**config.mk**
```make
export PLATFORM = sky130hd
export DESIGN_NAME = rvcore_rf
export DESIGN_NICKNAME = d
export VERILOG_FILES = /design/src/rvcore_pkg.sv /design/src/rvcore_rf.sv
export SDC_FILE = /design/constraint.sdc
export NUM_CORES = 1
export LEC_CHECK = 0
export BUFFER_PORTS_ARGS = -buffer_cell sky130_fd_sc_hd__buf_2
export CORE_UTILIZATION = 30
export DETAILED_ROUTE_END_ITERATION = 8
export HOLD_SLACK_MARGIN = 0.1
export SETUP_SLACK_MARGIN = 0.05
export SYNTH_ARGS = -nofsm -noshare
export SYNTH_HDL_FRONTEND = slang
export SYNTH_SLANG_ARGS = --single-unit
```
**constraint.sdc**
```tcl
create_clock -name clk_i -period 3.1 [get_ports clk_i]
set_clock_uncertainty 0.2 [all_clocks]
set_input_delay 0.155 -clock clk_i [delete_from_list [all_inputs] [get_ports clk_i]]
set_output_delay 0.155 -clock clk_i [all_outputs]
set_load 0.02 [all_outputs]
```
**src/rvcore_pkg.sv**
```systemverilog
// Package for the rv32i subset core: sizes, opcodes, console addresses, types.
// No dependencies.
`timescale 1ns / 1ps
package rvcore_pkg;

  localparam int CODE_BYTES = 1024;
  localparam int DATA_BYTES = 1024;
  localparam int CODE_AW    = $clog2(CODE_BYTES);
  localparam int DATA_AW    = $clog2(DATA_BYTES);
  localparam int MEM_AW     = 11;
  localparam int PC_W       = 10;

  localparam logic [6:0] OPC_OP     = 7'h33;
  localparam logic [6:0] OPC_OPIMM  = 7'h13;
  localparam logic [6:0] OPC_LOAD   = 7'h03;
  localparam logic [6:0] OPC_STORE  = 7'h23;
  localparam logic [6:0] OPC_BRANCH = 7'h63;
  localparam logic [6:0] OPC_JAL    = 7'h6F;
  localparam logic [6:0] OPC_JALR   = 7'h67;
  localparam logic [6:0] OPC_LUI    = 7'h37;

  localparam logic [6:0] F7_ALT = 7'h20;

  localparam logic [2:0] KIND_NONE  = 3'd0;
  localparam logic [2:0] KIND_CHAR  = 3'd1;
  localparam logic [2:0] KIND_INT   = 3'd2;
  localparam logic [2:0] KIND_HEX   = 3'd3;
  localparam logic [2:0] KIND_PC    = 3'd4;
  localparam logic [2:0] KIND_HALT  = 3'd5;
  localparam logic [2:0] KIND_ILL   = 3'd6;
  localparam logic [2:0] KIND_UNIMP = 3'd7;

  localparam logic [31:0] PC_LIMIT    = 32'h0000_0400;
  localparam logic [31:0] MMIO_BASE   = 32'h0000_0800;
  localparam logic [31:0] IO_PUTC     = 32'h0000_0800;
  localparam logic [31:0] IO_PUTI     = 32'h0000_0804;
  localparam logic [31:0] IO_PUTX     = 32'h0000_0808;
  localparam logic [31:0] IO_HALT     = 32'h0000_080C;
  localparam logic [31:0] IO_GETC     = 32'h0000_0812;
  localparam logic [31:0] IO_GETI     = 32'h0000_0816;
  localparam logic [31:0] IO_DUMP_PC  = 32'h0000_0820;
  localparam logic [31:0] IO_RESERVED = 32'h0000_0850;

  typedef enum logic [3:0] {
    S_IDLE, S_FETCH, S_REGA, S_REGB, S_EXEC, S_TGT, S_MEM, S_LDW, S_WB
  } state_e;

  typedef enum logic [3:0] {
    ALU_ADD, ALU_SUB, ALU_SLL, ALU_SLT, ALU_SLTU,
    ALU_XOR, ALU_SRL, ALU_SRA, ALU_OR, ALU_AND
  } alu_op_e;

  typedef struct packed {
    logic              en;
    logic              we;
    logic [MEM_AW-1:0] addr;
    logic [7:0]        wdata;
  } mem_req_t;

  typedef struct packed {
    logic        we;
    logic [4:0]  waddr;
    logic [31:0] wdata;
    logic [4:0]  raddr;
  } rf_req_t;

  typedef struct packed {
    logic [31:0] result;
    logic        eq;
    logic        lt;
    logic        ltu;
  } alu_res_t;

  function automatic logic [31:0] sext8(input logic [7:0] v);
    return {{24{v[7]}}, v};
  endfunction

  function automatic logic [31:0] sext16(input logic [15:0] v);
    return {{16{v[15]}}, v};
  endfunction

endpackage

```
**src/rvcore_rf.sv**
```systemverilog
// Register file, 32 x 32, one write and one registered read per cycle; x0 reads zero.
// Depends on rvcore_pkg.
`timescale 1ns / 1ps
module rvcore_rf (
  input  logic                clk_i,
  input  logic                rst_ni,
  input  rvcore_pkg::rf_req_t req_i,
  output logic [31:0]         rdata_o
);

  logic [31:0] regs_q [32];
  logic [31:0] valid_q;
  logic [31:0] rdata_q;

  always_ff @(posedge clk_i or negedge rst_ni) begin
    if (!rst_ni) begin
      valid_q <= '0;
    end else if (req_i.we && (req_i.waddr != 5'd0)) begin
      valid_q[req_i.waddr] <= 1'b1;
    end
  end

  always_ff @(posedge clk_i) begin
    if (req_i.we && (req_i.waddr != 5'd0)) begin
      regs_q[req_i.waddr] <= req_i.wdata;
    end
    rdata_q <= valid_q[req_i.raddr] ? regs_q[req_i.raddr] : 32'd0;
  end

  assign rdata_o = rdata_q;

endmodule

```
# Word level (Yosys, flattened, before mapping)
# Memory sizes are Yosys's and may differ from the RTL's. A register that Yosys moved wholly into a read port is not among the register bits.
# Cells that the tools add are included.
# classes
magnitude_cmp	3
muxes	6
bitwise_logic	1
reduce_logical	4
# ops
cell	count
32-bit OR	1
5-bit by 6-bit < comparator with 1-bit output (second input constant)	2
1-bit binary-select mux with 5-bit select	1
1-bit demux with 5-bit select	1
5-bit by 1-bit >= comparator with 1-bit output (second input constant)	1
5-bit nonzero test	1
1-bit 2-to-1 mux	4
1-bit logical AND	2
1-bit logical NOT	1
# word_totals
regBits	32
ram_bits	1024
inputBits	45
output_inout_bits	32
elab_cells	16
memories	1
# mem_list
name	depth	width	read_ports	rd_ports_with_merged_regs	write_ports	line	text
regs_q	32	32	1	1	1	rvcore_rf.sv:11	logic [31:0] regs_q [32];

# Depth between registers and ports, before layout
# logic_depth
word_depth	5
ltp_mapped	9

# Worst setup path after synthesis
# No wires, ideal clock.
# synth_timing
path_type	input to register
start	input port req_i[39] in the netlist's numbering
end	memory regs_q[17][0] (enable)
setup_ns	0.422
arrival_ns	2.064
required_ns	2.478
path_slack_ns	0.414
cell_stages	2
path_buffers	0
path_cell_list	or3b_2 -> nor2_1
# synth_between
elab_chain_len	4
# synth_rtl
element	line	text
start: declaration	rvcore_rf.sv:7	input rvcore_pkg::rf_req_t req_i,
5-bit nonzero test	rvcore_rf.sv:24	if (req_i.we && (req_i.waddr != 5'd0)) begin
1-bit logical AND	rvcore_rf.sv:24	
1-bit 2-to-1 mux	rvcore_rf.sv:24	
1-bit 2-to-1 mux (not written as such)	rvcore_rf.sv:25	regs_q[req_i.waddr] <= req_i.wdata;
end: declaration	rvcore_rf.sv:11	
# Parallel ways exist; a longest one is shown, timed or not.

# Worst setup path in the final report
# layout_timing
start	input port req_i[39] in the netlist's numbering
end	memory regs_q[4][15] (enable)
# The elaborated chain is that of the path after synthesis.

==> results.cfg <==
[status]
status = finished, final reports clean

[route]
dr.pass1.iters = 5
antenna_left = 0
routed_wl_um = 109000
wl_per_cell_um = 26.0
drc = 0
drtIter0Drc = 2402
vias = 21767
vias_per_cell = 5.18

[timing]
tightestPinTransition_ps = 1020
worst_slack_ps = 463
clock.fmax_ghz = 0.379
setup-violations-final = 0
relSlewSlack = 0.319
slew_violations = 0
finalHoldViolations = 0
setup_tns_ps = 0
rsz0062_at_grt = false
min_period_ps = 2640
finalCritPeriodShare = 0.851

[yosys]
async_flop_share = 0.0294
synthDistinctLibCells = 37
synthTopCellsByCount = edfxtp_1 (1024), mux2i_1 (261), mux4_2 (133)
synthFlopType = edfxtp_1
synth_area_per_cell_um2 = 19.9
ys_ff_latch = 1088
synth_edf_count = 1024
synthDominantCellAreaShare = 0.740
synth_area_leaders = edfxtp_1 (74%), mux4_2 (7.2%), mux2i_1 (6.3%), a221oi_1 (2.5%), dfrtp_1 (1.9%)
synth_area_leader_cell = edfxtp_1
ys_seq_area_frac = 0.774
yosysMostFrequentCell = edfxtp_1
mappedNetlistArea_um2 = 41600
ys.warnings.count = 0
syn_inst = 2091

[critical_path]
max_stage_delay_ps = 820
crit_chain = dlygate4sd3_1, buf_2, or3_1, nand2_1, nor2_4, buf_12
cp_data_required_time_ps = 3240
cp.arrival_ps = 2780
slowest_stage = nor2_4
worstPathMaxFanout = 19
rr_startpoint = valid_q[31]$_DFFE_PN0P_
crit_type = input pin to register
cp-end-kind = register
critPathLaunchType = input pin
critPathLaunch = req_i[39]

[global_route]
grt_pass1_wl_um = 157000
grt_max_degree = 63
antenna_found_initial = 9
grt_pass1_vias = 22417
grt_use_total = 0.154
overflow = 0

[clocking]
cts_tree = yes
clock_latency_ps = 660
clk_pin_slew_ps = 60
cts_root_buf = clkbuf_16
cts_buffers = 100
cts_setup_buffers = 0
ctsHtreeMaxLevel = 3
clockBufferDepth = 3
clock-sinks = 1088

[power_and_ir_drop]
p_per_area_nw_per_um2 = 629
p_leak_nw = 16.1
irDropWorstVdd_mv = 0.437

[cells_and_area]
areaGrowthSynthToFinish_pct = 17.7
drive_gt1_frac = 0.221
fillCellCount = 12678
final-seq-area_um2 = 32200
fin_nets = 2370
multi_input_area_um2 = 9050

[floorplanning]
core_area_um2 = 137000
num_io_pins = 77
die_h_um = 374
die_w_um = 374
row_count = 136
start_util = 0.302
die_area_um2 = 140000

[hold_path]
hp-start = valid_q[0]$_DFFE_PN0P_
hold_path_class = register to register

[place]
place_congestion = 0.788
numPortBuffers = 76
dpl.hpwl_um = 62500
place_ws_ps = 367

[job]
drv_cap = 0
## critical path, delay by kind of cell
family | cells | cell delay [ps]
AND/OR/NAND/NOR | 3 | 1620
buffers and inverters | 3 | 970
## layer usage
metal | part of all wire | up-vias | track usage
li1 | - | 9105 | -
met1 | 0.44 | 11521 | 0.220
met2 | 0.45 | 971 | 0.235
met3 | 0.088 | 160 | 0.0354
met4 | 0.025 | 10 | 0.0429
met5 | 0.00055 | - | 0
## repair_timing
action                                  CTS  global route
endpoints found under the hold margin  1094             0
resized for setup                         0             0
hold buffers                             46             0
## power breakdown
| group | switching (mW) | leakage (nW) | internal [mW] |
|---|---|---|---|
| Clock | 5.27 | 1.57 | 6.93 |
| Sequential | 0.192 | 9.88 | 16.4 |
| Combinational | 1.19 | 4.67 | 0.759 |
## state kept, by name, summed over array words and instances (netlist names)
signal / count
regs_q: 1024
rdata_o: 32
valid_q: 32
## stage by stage
stage                     area, um^2  utilization  cells  power [mW]  hold WS, ps
after floorplan                41700            -   2122        17.9         -341
after global placement         45200        0.329   3971        18.8         12.7
after detailed placement       45200        0.329   3971        18.8         37.3
after CTS                      48900        0.356   4202        31.0          146
after global routing           48900        0.356   4203        31.7          188
final                          48900        0.356   4203        30.8          185
## logic make-up (layout without fill, tap and decap cells)
kind of cell / after synthesis / count (layout) / share of synthesized area
DFF: 1088 / 1088 / 0.774
muxes: 396 / 396 / 0.135
other: 1 / 33 / 0.0000902
AOI/OAI and AO/OA: 260 / 260 / 0.0461
buffers and inverters: 128 / 414 / 0.0170
and+or+nand+nor: 218 / 218 / 0.0269
## placed cells by master, fill, tap and decap left out, drive strengths merged, types with 3 or more instances in the layout
| cell | Yosys | routed |
|---|---|---|
| bufinv | 0 | 8 |
| dfrtp | 32 | 32 |
| dfxtp | 32 | 32 |
| nand3 | 36 | 36 |
| nand3b | 6 | 6 |
| edfxtp | 1024 | 1024 |
| or2 | 31 | 31 |
| conb | 1 | 32 |
| and3 | 33 | 33 |
| mux2i | 261 | 261 |
| clkinv | 0 | 29 |
| a21oi | 32 | 32 |
| dlygate4sd3 | 0 | 45 |
| nor3 | 32 | 32 |
| nand2 | 3 | 3 |
| buf | 69 | 182 |
| nor2 | 66 | 66 |
| a221oi | 128 | 128 |
| o21ai | 64 | 64 |
| mux4 | 133 | 133 |
| inv | 2 | 4 |
| clkbuf | 57 | 144 |
| a22oi | 32 | 32 |
## path summary, 6_finish.rpt
check	endpoint	slack, ps	cells after the start
hold / removal	valid_q[0]$_DFFE_PN0P_	190	0
setup reg to reg	rdata_o[0]$_SDFF_PN0_	920	6
hold reg to reg	valid_q[0]$_DFFE_PN0P_	190	0
max in group asynchronous	valid_q[16]$_DFFE_PN0P_	2010	4
setup / recovery	regs_q[4][15]$_DFFE_PP_	460	6
min in group asynchronous	valid_q[2]$_DFFE_PN0P_	520	4
## cell type report
type | count | share of cell area
inverters | 2 | 0.000153
clock inverters | 41 | 0.00892
repair buffers | 227 | 0.0455
diodes | 1 | 0.0000511
well taps | 1794 | 0.0459
clock buffers | 144 | 0.0570
flip-flops and latches | 1088 | 0.658
multi-input cells | 906 | 0.185
Note: power is estimated with default switching activity, not from simulation.
